[src/sv/lav_pkg.sv]
// Shared constants, command and queue status types for the victim select block.
package lav_pkg;

    localparam int WAYS    = 8;
    localparam int SETS    = 64;

    localparam int OpW     = 2;
    localparam int SetW    = 6;
    localparam int WayW    = 3;
    localparam int CostW   = 3;
    localparam int LambdaW = 4;
    localparam int StampW  = 32;

    localparam int WayAw   = $clog2(WAYS);
    localparam int SetAw   = (SETS > 1) ? $clog2(SETS) : 1;
    localparam int ScoreW  = LambdaW + CostW + 1;

    localparam int QDepth  = 2;
    localparam int QAw     = (QDepth > 1) ? $clog2(QDepth) : 1;
    localparam int QCw     = $clog2(QDepth + 1);

    localparam logic [LambdaW-1:0] LambdaReset = 4'd4;
    localparam logic [StampW-1:0]  ClockReset  = 32'd1;

    localparam logic [OpW-1:0] OpAccess = 2'd0;
    localparam logic [OpW-1:0] OpFill   = 2'd1;
    localparam logic [OpW-1:0] OpInval  = 2'd2;
    localparam logic [OpW-1:0] OpQuery  = 2'd3;

    typedef struct packed {
        logic [OpW-1:0]    op;
        logic [SetAw-1:0]  set_addr;
        logic [WayAw-1:0]  way_idx;
        logic [CostW-1:0]  cost;
        logic [StampW-1:0] stamp;
        logic              set_ok;
        logic              way_ok;
    } cmd_t;

    typedef struct packed {
        logic full;
        logic empty;
    } q_status_t;

endpackage

[src/sv/lav_front.sv]
// Front end: input transfer, access clock and command classification.
module lav_front (
    input  logic                     aclk,
    input  logic                     aresetn,
    input  logic                     s_valid,
    output logic                     s_ready,
    input  logic [lav_pkg::OpW-1:0]  s_operation,
    input  logic [lav_pkg::SetW-1:0] s_set_index,
    input  logic [lav_pkg::WayW-1:0] s_way,
    input  logic [lav_pkg::CostW-1:0] s_miss_cost,
    input  lav_pkg::q_status_t       q_status,
    output logic                     push,
    output lav_pkg::cmd_t            push_cmd
);

    logic [lav_pkg::StampW-1:0] clock_reg, clock_next;
    logic                       accept;

    assign s_ready = !q_status.full;
    assign accept  = s_valid && s_ready;
    assign push    = accept;

    always_comb begin
        clock_next = clock_reg;
        if (accept && (clock_reg != '1)) begin
            clock_next = clock_reg + lav_pkg::StampW'(1);
        end
    end

    always_ff @(posedge aclk) begin
        if (!aresetn) begin
            clock_reg <= lav_pkg::ClockReset;
        end else begin
            clock_reg <= clock_next;
        end
    end

    always_comb begin
        push_cmd.op       = s_operation;
        push_cmd.set_addr = lav_pkg::SetAw'(s_set_index);
        push_cmd.way_idx  = lav_pkg::WayAw'(s_way);
        push_cmd.cost     = s_miss_cost;
        push_cmd.stamp    = clock_reg;
        push_cmd.set_ok   = 32'(s_set_index) < 32'(lav_pkg::SETS);
        push_cmd.way_ok   = 32'(s_way) < 32'(lav_pkg::WAYS);
    end

endmodule

[config.mk]
export PLATFORM = sky130hd
export DESIGN_NAME = lav_front
export DESIGN_NICKNAME = d
export VERILOG_FILES = /design/src/sv/lav_pkg.sv /design/src/sv/lav_front.sv
export SDC_FILE = /design/constraint.sdc
export NUM_CORES = 1
export LEC_CHECK = 0
export ABC_AREA = 1
export BUFFER_PORTS_ARGS = -buffer_cell sky130_fd_sc_hd__buf_2
export CAP_MARGIN = 20
export CORE_MARGIN = 3
export CORE_UTILIZATION = 40
export DETAILED_ROUTE_END_ITERATION = 16
export PLACE_DENSITY = 0.65
export SYNTH_ARGS = -nofsm -noshare
export SYNTH_HDL_FRONTEND = slang
export SYNTH_SLANG_ARGS = --single-unit
export TNS_END_PERCENT = 5
[constraint.sdc]
create_clock -name aclk -period 2.4 [get_ports aclk]
set_input_delay 0 -clock aclk [delete_from_list [all_inputs] [get_ports aclk]]
set_output_delay 0 -clock aclk [all_outputs]
set_load 0.1 [all_outputs]
==> reports/summary.txt <==
chip width - 80.5 um
total power - 1.08 mW
worst setup path startpoint - clock_reg[0]
most frequent cells in the layout - 127 x nand2_1, 64 x nor2_1, 37 x buf_2
Layout Skew - 0.00421 ns
worst hold margin - 0.0000344 ns
Multi-input gate area - 1280 um2
Port Buffers - 37
Post-CTS Setup Inserts - 0
drt wl/cell - 11.7 um
Hold Path Sink - push_cmd[36]
peak fanout along the critical path - 27
largest net degree at the start of global routing - 28
Critical Path Start Type - flip-flop
period utilisation layout - 0.849
Num CTS Buffers - 5
initial antenna violation count - 0
Sink Count - 32
Worst setup EP type - flip-flop
hold_buf cts - 0
Ports - 69
R2R Setup Slk - 0.36 ns
total global-route track usage - 0.177
H-tree levels - 2
sequential cell area - 643 um2
Leakage - 0.936 nW
fmax - 491 MHz
transition time at the pin with the least slew margin - 0.901 ns
reg2reg path depth - 10
# fillers - 581
final max-slew violation count - 0
starting density of the core - 0.424
status - completed
Reg clk slew, reported paths - 0.07 ns
worst hold stages - 0
most common cell after layout, fill and taps aside - nand2_1
kind of critical path - flip-flop to flip-flop
Req. time, crit path - 2.53 ns
initial detailed-routing violation count - 77
reg-to-reg endpoint - clock_reg[16]
Final setup violation count - 0
DR pass1 iterations - 4
final setup TNS - 0 ns
min setup slack post-route - 0.363 ns
maximum VDD drop - 0.282 mV
area leader, netlist - dfxtp_1
number of global-route vias before repair - 2025
Hold Path Origin - s_miss_cost[2]
syn_area_per_cell - 6.20 um2
ANT cells - 0
Max-cap violations - 0
share of layout cells above drive strength 1 - 0.187
Core Rows - 26
DP Worst Slack - 0.366 ns
Bufs on Longest Clock Path - 2
CTS tree - built
Die H - 80.5 um
worst skew pair latency - 0.28 ns
Pwr Density - 446 nW/um2
grt ovf - 0
core footprint - 5240 um2
# DRC - 0
Layout area overhead - 8.91%
Fin. Hold Viols - 0
RSZ-0062 raised after global routing - false
Slew HR - 0.399
Total Wirelength - 5.25 mm
top area cells in the synthesized netlist - dfxtp_1 29%, nand2_1 21%, nor2_1 11%
Yosys reg bits - 32
Yosys top cell area share - 0.289
average vias per placed instance - 4.74
detailed-placement wirelength estimate - 4.03 mm
nets - 399
RR Startpoint - clock_reg[0]
Yosys cell types - 25
Placer Congestion - 0.922
Routed Antenna Nets - 0
Final min period - 2.04 ns
max reg flops - 32
first-pass GRT wire length - 9.05 mm
clock root buffer master - clkbuf_8
Synth Instances - 358
die area - 6480 um2
Post-CTS Resized - 0
crit path DAT - 2.17 ns
sequential element share of the synthesized area - 0.289
Hold WC Path Type - input pin to output port
Vias - 2132
YS warnings - 0
Mapped Area - 2220 um2
[worst max-delay path: stages (launching register included)]
cell     delay, ns
dfxtp_2       0.36
ha_1          0.24
nand2_2       0.09
nor2_4        0.12
nand2_2       0.12
nor2_4        0.19
nand2_4       0.16
nand2_8       0.20
inv_2         0.19
nand2_1       0.14
a21oi_2       0.05
[cell usage after synthesis (all sizes together)]
master and number:
a21oi 19, and2 1, buf 21, clkbuf 4, conb 1, dfxtp 32
ha 1, inv 32, nand2 131, nand3 15, nand4 9, nor2 69
nor3 6, o21ai 3, xnor2 7, xor2 7
[cells by family after synthesis]
family,Yosys count,synth area share
and+or+nand+nor,231,0.439
buffers and inverters,57,0.135
DFF,32,0.289
AOI/OAI and AO/OA,22,0.0750
xor gates and xnor gates,14,0.0552
adders and majority gates,1,0.00564
other,1,0.00169
[how the worst max path moves through the flow]
stage / endpoint / slack (ns) / depth (start not counted)
floorplan: clock_reg[11] / 0.08 / 10
global placement: clock_reg[14] / 0.41 / 10
detailed placement: clock_reg[12] / 0.37 / 10
CTS: clock_reg[12] / 0.36 / 10
global route: clock_reg[30] / 0.18 / 10
finish: clock_reg[16] / 0.36 / 10
[per-stage QoR]
| stage | util | area, um2 | std cells |
|---|---|---|---|
| floorplan | - | 2230 | 359 |
| global placement | 0.444 | 2330 | 442 |
| detailed placement | 0.444 | 2330 | 442 |
| CTS | 0.462 | 2420 | 450 |
| global route | 0.462 | 2420 | 450 |
| finish | 0.462 | 2420 | 450 |
[where the power goes]
part / switching [mW] / total, mW / internal [mW] / leakage, nW
Clock: 0.203 / 0.437 / 0.234 / 0.0455
Combinational: 0.0873 / 0.103 / 0.0153 / 0.632
Sequential: 0.00426 / 0.539 / 0.534 / 0.258
Total: 0.295 / 1.08 / 0.784 / 0.936
[metal layers]
| layer | vias to the layer above | global-route usage | part of all wire |
|---|---|---|---|
| li1 | 1131 | - | - |
| met1 | 943 | 0.225 | 0.48 |
| met2 | 48 | 0.291 | 0.45 |
| met3 | 10 | 0.0370 | 0.052 |
| met4 | 0 | 0.0642 | 0.015 |
| met5 | - | 0 | 0 |
[final cells by class]
type                            instances  area share
Multi-Input combinational cell        270       0.531
Sequential cell                        32       0.266
Timing Repair Buffer                   38      0.0797
Inverter                               32      0.0497
Clock buffer                            8      0.0373
Tap cell                               70      0.0362
Power figures use the tool's default switching activity.
