--- src/sv/lav_pkg.sv ---
// Shared constants, command and queue status types for the victim select block.
package lav_pkg;

    localparam int WAYS    = 8;
    localparam int SETS    = 64;

    localparam int OpW     = 2;
    localparam int SetW    = 6;
    localparam int WayW    = 3;
    localparam int CostW   = 3;
    localparam int LambdaW = 4;
    localparam int StampW  = 32;

    localparam int WayAw   = $clog2(WAYS);
    localparam int SetAw   = (SETS > 1) ? $clog2(SETS) : 1;
    localparam int ScoreW  = LambdaW + CostW + 1;

    localparam int QDepth  = 2;
    localparam int QAw     = (QDepth > 1) ? $clog2(QDepth) : 1;
    localparam int QCw     = $clog2(QDepth + 1);

    localparam logic [LambdaW-1:0] LambdaReset = 4'd4;
    localparam logic [StampW-1:0]  ClockReset  = 32'd1;

    localparam logic [OpW-1:0] OpAccess = 2'd0;
    localparam logic [OpW-1:0] OpFill   = 2'd1;
    localparam logic [OpW-1:0] OpInval  = 2'd2;
    localparam logic [OpW-1:0] OpQuery  = 2'd3;

    typedef struct packed {
        logic [OpW-1:0]    op;
        logic [SetAw-1:0]  set_addr;
        logic [WayAw-1:0]  way_idx;
        logic [CostW-1:0]  cost;
        logic [StampW-1:0] stamp;
        logic              set_ok;
        logic              way_ok;
    } cmd_t;

    typedef struct packed {
        logic full;
        logic empty;
    } q_status_t;

endpackage

--- src/sv/lav_fifo.sv ---
// Command queue between the front end and the back end.
module lav_fifo (
    input  logic               aclk,
    input  logic               aresetn,
    input  logic               push,
    input  lav_pkg::cmd_t      push_cmd,
    input  logic               pop,
    output lav_pkg::cmd_t      pop_cmd,
    output lav_pkg::q_status_t q_status
);

    lav_pkg::cmd_t                entry_reg [lav_pkg::QDepth];
    logic [lav_pkg::QAw-1:0]      wr_ptr_reg, wr_ptr_next;
    logic [lav_pkg::QAw-1:0]      rd_ptr_reg, rd_ptr_next;
    logic [lav_pkg::QCw-1:0]      count_reg, count_next;

    function automatic logic [lav_pkg::QAw-1:0] ptr_inc(input logic [lav_pkg::QAw-1:0] p);
        return (p == lav_pkg::QAw'(lav_pkg::QDepth - 1)) ? '0 : p + 1'b1;
    endfunction

    always_comb begin
        wr_ptr_next = push ? ptr_inc(wr_ptr_reg) : wr_ptr_reg;
        rd_ptr_next = pop ? ptr_inc(rd_ptr_reg) : rd_ptr_reg;
        case ({push, pop})
            2'b10:   count_next = count_reg + 1'b1;
            2'b01:   count_next = count_reg - 1'b1;
            default: count_next = count_reg;
        endcase
    end

    always_ff @(posedge aclk) begin
        if (!aresetn) begin
            wr_ptr_reg <= '0;
            rd_ptr_reg <= '0;
            count_reg  <= '0;
        end else begin
            wr_ptr_reg <= wr_ptr_next;
            rd_ptr_reg <= rd_ptr_next;
            count_reg  <= count_next;
        end
    end

    always_ff @(posedge aclk) begin
        if (push) begin
            entry_reg[wr_ptr_reg] <= push_cmd;
        end
    end

    assign pop_cmd        = entry_reg[rd_ptr_reg];
    assign q_status.full  = (count_reg == lav_pkg::QCw'(lav_pkg::QDepth));
    assign q_status.empty = (count_reg == '0);

endmodule

--- config.mk ---
export PLATFORM = sky130hd
export DESIGN_NAME = lav_fifo
export DESIGN_NICKNAME = d
export VERILOG_FILES = /design/src/sv/lav_pkg.sv /design/src/sv/lav_fifo.sv
export SDC_FILE = /design/constraint.sdc
export NUM_CORES = 1
export LEC_CHECK = 0
export BUFFER_PORTS_ARGS = -buffer_cell sky130_fd_sc_hd__buf_2
export CORE_ASPECT_RATIO = 1.5
export CORE_MARGIN = 1
export CORE_UTILIZATION = 51
export CTS_CLUSTER_DIAMETER = 50
export DETAILED_ROUTE_END_ITERATION = 6
export HOLD_SLACK_MARGIN = 0.05
export PLACE_DENSITY_LB_ADDON = 0.2
export SKIP_LAST_GASP = 1
export SLEW_MARGIN = 20
export SYNTH_ARGS = -nofsm -noshare
export SYNTH_HDL_FRONTEND = slang
export SYNTH_SLANG_ARGS = --single-unit
export TNS_END_PERCENT = 10
--- constraint.sdc ---
create_clock -name aclk -period 3.88 [get_ports aclk]
set_input_delay 0.194 -clock aclk [delete_from_list [all_inputs] [get_ports aclk]]
set_output_delay 0.194 -clock aclk [all_outputs]
set_load 0.02 [all_outputs]
==> results of run 1 <==
## per-layer routing
layer	vias up	routed length, µm	track usage (%)
met2	70	3600	33.0
met3	11	406	6.45
met1	1004	2420	18.9
li1	975	-	-
met5	-	0	0
met4	0	125	9.14
## cell families (layout without fill, tap and decap cells)
| kind of cell | after synthesis | in the layout | synth area share, % |
|---|---|---|---|
| flip-flops | 101 | 101 | 81.3 |
| multiplexers | 48 | 48 | 14.7 |
| AO/OA/AOI/OAI | 3 | 3 | 0.546 |
| XOR/XNOR | 3 | 3 | 0.716 |
| buffers and inverters | 6 | 168 | 0.920 |
| AND/OR/NAND/NOR | 9 | 9 | 1.47 |
| adder cells (fa/ha/maj) | 1 | 1 | 0.341 |
## cell type report
class                   count  area (µm²)  area share, %
flip-flops and latches    101        2990           60.5
repair buffers            151        1000           20.3
multi-input cells          64         662           13.4
clock buffers              14         153           3.09
well taps                  78        97.6           1.98
clock inverters             2        33.8          0.684
inverters                   1        3.75         0.0760
## where the power goes
| part | switching [mW] | internal, mW | total [mW] |
|---|---|---|---|
| Sequential | 0.0336 | 1.26 | 1.29 |
| Combinational | 0.154 | 0.149 | 0.303 |
| Clock | 0.320 | 0.315 | 0.635 |
## metrics by stage
step	utilization (%)	hold slack (ps)	power [mW]
after floorplan	-	293	1.48
after global placement	61.9	382	1.58
after detailed placement	61.9	385	1.58
after CTS	71.6	69.2	2.25
after global routing	71.6	75.7	2.32
final	71.6	87.3	2.23
## final timing paths
path / start / to / slack [ps]
setup / recovery: flip-flop / pop_cmd[40] / 1940
hold / removal: aresetn / flip-flop / 90
setup reg to reg: wr_ptr_reg$_SDFFE_PN0P_ / entry_reg[0][32]$_DFFE_PP_ / 2160
hold reg to reg: count_reg[1]$_SDFFE_PN0P_ / count_reg[1]$_SDFFE_PN0P_ / 520
## repair_timing
item,CTS,global route
hold endpoints to repair,96,0
hold buffers,48,0
gates resized for setup,0,0
## critical path, delay by kind of cell, from the launching register on
| kind | cells | cell delay, ps |
|---|---|---|
| DFF | 1 | 760 |
| muxes | 1 | 420 |
| buffers and inverters | 1 | 160 |
## cells in the mapped netlist, drive strengths merged
cell	n	area (µm²)
and2b	1	8.76
o21ai	1	5.00
o21a	1	7.51
edfxtp	96	2880
nor2	2	7.51
dfxtp	5	100
and2	4	25.0
xnor2	2	17.5
xor2	1	8.76
ha	1	12.5
mux2	48	541
inv	1	3.75
nor2b	1	6.26
or3	1	6.26
buf	5	30.0
a21boi	1	7.51
==> flow_summary_export.csv, run 1 <==
group,metric,value,unit
outcome,status,"finished, violations left",
outcome,violations,"design-rule violations",
cells_and_area,n_fill_cell,459,
min_path,hp-class,"in -> reg",
synth,ys_types,17,
job,cap_violations,0,
clocking,cts_buffers,9,
clocking,clk_pin_slew_worst_paths,80,ps
timing,hold_violations,0,
floorplan,initial_core_util,53.2,%
critical_path,cp_max_fo,48,
critical_path,critPathKind,"reg -> out",
synth,syn_area,3670,µm²
floorplan,coreArea,6900,µm²
critical_path,cp_cell_sequence,"mux2_2 > buf_2",
placed_design,place_inst,347,
routing,ant_nets,0,
pwr,leakage,1.88,nW
timing,worst_slew_pin_slew,685,ps
floorplan,ioPinCount,102,
global_route,grt_pass1_wl,10100,µm
timing,maxSlewViolCount,0,
critical_path,crit_path_max_incr_delay,760,ps
placed_design,numPortBuffers,101,
clocking,post-cts-setup-buffers,0,
pwr,ir_worst_vdd,0.000342,V
clocking,clock_path_buffers,2,
global_route,antenna_found_initial,0,
cells_and_area,design_area,4940,µm²
global_route,grt_max_degree,49,
routing,vias,2060,
routing,wire_per_inst,15.9,µm
floorplan,die-height,106,µm
global_route,grt_usage,18.5,%
routing,drt_pass1_iterations,6,
cells_and_area,diodes,0,
clocking,insertion_delay,360,ps
clocking,htreeDepth,3,
routing,drt_iter0_drc,104,
cells_and_area,syn2layout_area_growth,34.5,%
placed_design,gp_congestion,0.709,
critical_path,cp_slowest_cell,"dfxtp_4",
min_path,hold_depth,2,
global_route,grt_pass1_vias,2158,
global_route,grt-ovfl-total,0,
routing,via_per_inst,5.01,
synth,syn_inst,171,
timing,tns,0,ps
timing,final.period_utilization,49.9,%
timing,max_freq,0.517,GHz
synth,ys_seq_area_share,81.3,%
synth,syn-num-nets,224,
placed_design,dpl.hpwl,3720,µm
cells_and_area,largest_reg_flops,96,
synth,ys_warn_count,0,
placed_design,dpl_cell_area,4270,µm²
timing,rsz0062_at_grt,"no",
critical_path,rr_worst_depth,2,
critical_path,crit_path_end_kind,"primary output",
cells_and_area,layout.cells.non_filler,411,
pwr,power-per-cell-area,451,nW/µm²
cells_and_area,drive_above_1_share,49.8,%
routing,drc,7,
timing,setup_viol,0,
cells_and_area,layout.nets,381,
clocking,root_buffer,"clkbuf_8",
clocking,cts_tree,"yes",
routing,routed_wl,6550,µm
timing,skew,3.68,ps
clocking,clock_sinks,101,
critical_path,crit_arrival,1740,ps
synth,synth-seq-cells,101,
floorplan,die_w,71.3,µm
synth,syn_avg_cell_area,21.5,µm²
floorplan,num_rows,37,
cells_and_area,final_cell_mix,"101 x buf_2, 96 x edfxtp_1, 48 x mux2_2, 48 x dlygate4sd3_1, 10 x clkbuf_8",
cells_and_area,layout_commonest_cell,"buf_2",
timing,relSlewSlack,54.2,%
critical_path,required,3690,ps
floorplan,dieArea,7550,µm²
timing,setup_ws,1940,ps
placed_design,pre_cts_slack,2110,ps
timing,fin_crit,1940,ps
critical_path,cp-start-kind,"flip-flop",
Note: power is estimated with default switching activity, not from simulation.
==> run 2: changes to the inputs <==
CORE_UTILIZATION = 46   (was 51)
clock period = 1.6 ns   (was 3.88 ns; I/O delays follow)
==> flow_summary_export.csv, run 2 (same netlist as run 1, synthesis figures left out) <==
group,metric,value,unit
critical_path,required,1520,ps
clocking,clock_sinks,101,
placed_design,gp_congestion,0.686,
timing,relSlewSlack,85.9,%
global_route,antenna_found_initial,0,
clocking,insertion_delay,330,ps
pwr,leakage,1.95,nW
pwr,power-per-cell-area,1130,nW/µm²
routing,drc,0,
clocking,htreeDepth,3,
placed_design,dpl_cell_area,4370,µm²
floorplan,initial_core_util,47.9,%
critical_path,cp.depth,3,
critical_path,cp_max_fo,19,
cells_and_area,syn2layout_area_growth,39.5,%
critical_path,timing.critical_path.buf_inv,2,
timing,worst_slew_pin_slew,211,ps
timing,skew,5.06,ps
global_route,grt_pass1_wl,10100,µm
critical_path,cp-start-kind,"flip-flop",
placed_design,numPortBuffers,101,
floorplan,coreArea,7660,µm²
critical_path,crit_arrival,1440,ps
cells_and_area,layout.nets,386,
min_path,hp-class,"in -> reg",
placed_design,dpl.hpwl,3970,µm
global_route,grt_max_degree,38,
clocking,clock_path_buffers,2,
critical_path,rr_worst_depth,2,
floorplan,die_w,74.9,µm
critical_path,cp_slowest_cell,"dfxtp_2",
clocking,cts_buffers,9,
floorplan,num_rows,39,
cells_and_area,final_cell_mix,"101 x buf_2, 96 x edfxtp_1, 49 x dlygate4sd3_1, 48 x mux2_2, 9 x clkbuf_16",
cells_and_area,layout_commonest_cell,"buf_2",
cells_and_area,drive_above_1_share,50.9,%
routing,routed_wl,6600,µm
routing,wire_per_inst,15.0,µm
timing,final.period_utilization,94.9,%
clocking,clk_pin_slew_worst_paths,60,ps
job,cap_violations,0,
clocking,cts_tree,"yes",
cells_and_area,diodes,0,
cells_and_area,layout.cells.non_filler,440,
timing,maxSlewViolCount,0,
clocking,root_buffer,"clkbuf_16",
critical_path,crit_path_end_kind,"primary output",
floorplan,die-height,111,µm
cells_and_area,largest_reg_flops,96,
timing,rsz0062_at_grt,"no",
global_route,grt_usage,17.0,%
critical_path,crit_path_max_incr_delay,360,ps
global_route,grt_pass1_vias,2229,
cells_and_area,design_area,5120,µm²
critical_path,critPathKind,"reg -> out",
timing,hold_slack,86.7,ps
min_path,hold_depth,3,
routing,vias,2080,
timing,max_freq,0.658,GHz
global_route,grt-ovfl-total,0,
outcome,status,"finished clean",
timing,hold_violations,0,
floorplan,dieArea,8350,µm²
routing,drt_iter0_drc,66,
placed_design,place_inst,375,
pwr,ir_worst_vdd,0.000883,V
floorplan,ioPinCount,102,
timing,setup_viol,0,
timing,fin_crit,1520,ps
critical_path,cp_cell_sequence,"buf_6 > mux2_2 > buf_2",
routing,drt_pass1_iterations,4,
critical_path,cpLargestDelayFamily,"buffers and inverters",
cells_and_area,final_core_util,66.8,%
routing,via_per_inst,4.73,
routing,ant_nets,0,
==> run 2: per-layer routing <==
layer,vias to the layer above,GRT usage (%),share of wire [%]
met5,-,0,0
met4,0,6.79,1.9
met3,9,5.70,5.3
met2,64,31.1,55
met1,1014,17.0,37
li1,993,-,-
==> run 2: power by group <==
part	total [mW]	leakage, nW	internal (mW)	switching [mW]
Sequential	3.09	0.943	3.05	0.0383
Combinational	0.814	0.878	0.389	0.425
Clock	1.89	0.131	1.04	0.849
==> run 2: final cells by class <==
class                      instances  area [µm²]
clock buffer                      11         233
clock inverter                     5        27.5
fill                             542        2540
inverter                           1        3.75
multi-input combinational         64         662
sequential                       101        2980
tap                              102         128
timing repair buffer             156        1080
==> run 2: worst paths after layout <==
| check | start | slack [ps] | to |
|---|---|---|---|
| worst max register to register | wr_ptr_reg$_SDFFE_PN0P_ | 480 | entry_reg[1][42]$_DFFE_PP_ |
| worst min-delay path | push | 90 | wr_ptr_reg$_SDFFE_PN0P_ |
| worst max-delay path | flip-flop | 80 | pop_cmd[4] |
| worst min register to register | count_reg[1]$_SDFFE_PN0P_ | 510 | count_reg[1]$_SDFFE_PN0P_ |
==> run 2: repair_timing <==
item                                    in CTS  in global routing
hold endpoints to repair                   101                  0
buffers inserted                             0                  0
hold buffers                                49                  0
resized for setup                            1                  0
endpoints found under the setup margin       4                  0
==> run 2: stage by stage <==
stage | worst slack [ps] | total power [mW] | setup TNS [ps]
finish | 80.8 | 5.79 | 0
global route | 17.7 | 6.03 | 0
CTS | 53.1 | 5.87 | 0
detailed placement | 358 | 3.87 | 0
global placement | 367 | 3.85 | 0
floorplan | -349 | 3.59 | -16740
==> run 2: worst register-to-register path, stage by stage, from the launching register on <==
cell and delay (ps):
dfxtp_1 380, and2_2 200, buf_12 220
==> run 3: changes to the inputs <==
ABC_AREA = 1   (was default)
CORE_UTILIZATION = 47   (was 46)
==> flow_summary_export.csv, run 3 <==
group,metric,value,unit
global_route,grt_pass1_vias,2084,
cells_and_area,final_cell_mix,"101 x buf_2, 96 x edfxtp_1, 51 x dlygate4sd3_1, 28 x mux2_2, 20 x mux2_4",
clocking,cts_tree,"yes",
floorplan,dieArea,8390,µm²
synth,synth-simple-area-share,2.16,%
timing,rsz0062_at_grt,"no",
global_route,grt_usage,16.5,%
placed_design,dpl.hpwl,4000,µm
synth,synthAdderAreaFrac,0.332,%
pwr,ir_worst_vdd,0.000848,V
cells_and_area,layout_commonest_cell,"buf_2",
synth,synth.mux.area_fraction,16.3,%
cells_and_area,seq_area,2980,µm²
synth,yosys-top-cells-count,"96 x edfxtp_1, 28 x mux2_2, 20 x mux2_4",
cells_and_area,syn2layout_area_growth,38.8,%
synth,yosysTopAreaCellShare,76.5,%
pwr,seqPwrFrac,54.0,%
synth,synth_flop_cell,"edfxtp_1",
outcome,status,"finished clean",
cells_and_area,drive_above_1_share,47.9,%
critical_path,cp_max_fo,27,
timing,setup_viol,0,
floorplan,initial_core_util,48.9,%
timing,hold_slack,270,ps
global_route,grt_util_met3,5.88,%
synth,synth_edf_count,96,
cells_and_area,multi_input_area,727,µm²
synth,syn_inst,184,
placed_design,numPortBuffers,101,
routing,drt_pass1_iterations,4,
synth,synth_area_leaders,"edfxtp_1 76%, mux2_2 8.4%, mux2_4 8.0%",
clocking,clk_pin_slew_worst_paths,60,ps
pwr,combPwrFrac,13.5,%
critical_path,critPathKind,"reg -> out",
timing,final.period_utilization,95.3,%
global_route,grtUsageMet1,16.5,%
placed_design,gp_congestion,0.719,
synth,ys_seq_area_share,79.2,%
clocking,clock_path_buffers,2,
global_route,antenna_found_initial,0,
timing,fin_crit,1530,ps
synth,synth-seq-cells,101,
routing,wire_per_inst,14.4,µm
clocking,htreeDepth,3,
critical_path,required,1520,ps
clocking,insertion_delay,330,ps
placed_design,dpl_cell_area,4460,µm²
critical_path,crit_path_end_kind,"primary output",
synth,synthArstFlopShare,0,%
synth,ys_types,13,
pwr,power-per-cell-area,1100,nW/µm²
timing,maxSlewViolCount,0,
pwr,leakage,2.07,nW
clocking,root_buffer,"clkbuf_16",
job,cap_violations,0,
routing,ant_nets,0,
global_route,grt_max_degree,32,
cells_and_area,diodes,0,
clocking,cts_buffers,9,
synth,synth_compound_area_share,0.266,%
floorplan,ioPinCount,102,
critical_path,crit_arrival,1450,ps
clocking,cts_resized,0,
synth,synth_most_common_cell,"edfxtp_1",
timing,hold_violations,0,
routing,via_per_inst,4.64,
timing,skew,4.25,ps
critical_path,cp-start-kind,"flip-flop",
routing,drt_iter0_drc,64,
clocking,clock_sinks,101,
global_route,use_met2,29.5,%
floorplan,num_rows,39,
timing,relSlewSlack,84.5,%
synth,synth_top_family_by_area,"multiplexers",
global_route,grt-ovfl-total,0,
routing,vias,2109,
synth,syn_avg_cell_area,20.5,µm²
placed_design,pre_cts_slack,415,ps
pwr,switchingPower,1.27,mW
pwr,power.share.switching,22.2,%
synth,syn-num-nets,237,
timing,worst_slew_pin_slew,233,ps
routing,routed_wl,6540,µm
cells_and_area,layout.nets,401,
timing,max_freq,0.656,GHz
global_route,grt_pass1_wl,9710,µm
cells_and_area,final_core_util,67.8,%
cells_and_area,largest_reg_flops,96,
timing,setup_ws,74.9,ps
global_route,top_usage_layer,"met2",
synth,synth_xor_area_share,0,%
pwr,p_int,4.46,mW
floorplan,coreArea,7710,µm²
min_path,hp-class,"in -> reg",
cells_and_area,n_fill_cell,578,
floorplan,die-height,112,µm
cells_and_area,design_area,5230,µm²
synth,syn_area,3770,µm²
pwr,clkPwrFrac,32.6,%
routing,drc,0,
floorplan,die_w,75.1,µm
synth,yosys.area.top_type,"edfxtp_1",
synth,ys_warn_count,0,
-- run 3: repair_timing --
item / CTS / global route
hold buffers: 51 / 0
endpoints found under the hold margin: 101 / 0
buffers inserted: 0 / 0
-- run 3: worst max-delay path, stage by stage (launching register included) --
cell     delay [ps]
dfxtp_2         370
buf_12          210
mux2_2          360
buf_2           160
-- run 3: area by class of cell --
| cell class | instances | share of cell area [%] |
|---|---|---|
| clock buffer | 9 | 4.31 |
| timing repair buffer | 158 | 21.2 |
| multi-input combinational | 72 | 13.9 |
| sequential | 101 | 57.1 |
| tap | 102 | 2.44 |
| inverter | 6 | 0.431 |
| clock inverter | 7 | 0.622 |
-- run 3: per-layer routing --
metal,vias up,wire length (µm)
met3,8,351
met4,0,74
met1,1007,2440
met5,-,0
met2,65,3670
li1,1029,-
-- run 3: kinds of logic after synthesis --
family,count (synthesis)
adders and majority gates,1
and+or+nand+nor,21
buffers and inverters,11
muxes,48
AOI/OAI and AO/OA,2
DFF,101
-- run 3: stage by stage --
step,total power [mW],TNS [ps],std cells
global placement,3.82,0,388
floorplan,3.57,-9690,184
CTS,5.80,0,455
global route,5.97,0,455
finish,5.73,0,455
detailed placement,3.83,0,388
-- run 3: power groups by stage --
stage	Sequential (mW)	Clock [mW]	Combinational, mW
after CTS	3.09	1.92	0.782
after detailed placement	3.15	0	0.683
after global routing	3.10	2.03	0.832
after floorplan	3.14	0	0.435
after global placement	3.14	0	0.676
final	3.09	1.87	0.772
-- run 3: final timing paths --
path,startpoint,endpoint,slack (ps),depth (start not counted)
hold / removal,push,count_reg[0]$_SDFFE_PN0P_,270,4
setup reg to reg,wr_ptr_reg$_SDFFE_PN0P_,wr_ptr_reg$_SDFFE_PN0P_,360,4
hold reg to reg,rd_ptr_reg$_SDFFE_PN0P_,flip-flop,500,2
setup / recovery,flip-flop,pop_cmd[8],70,3
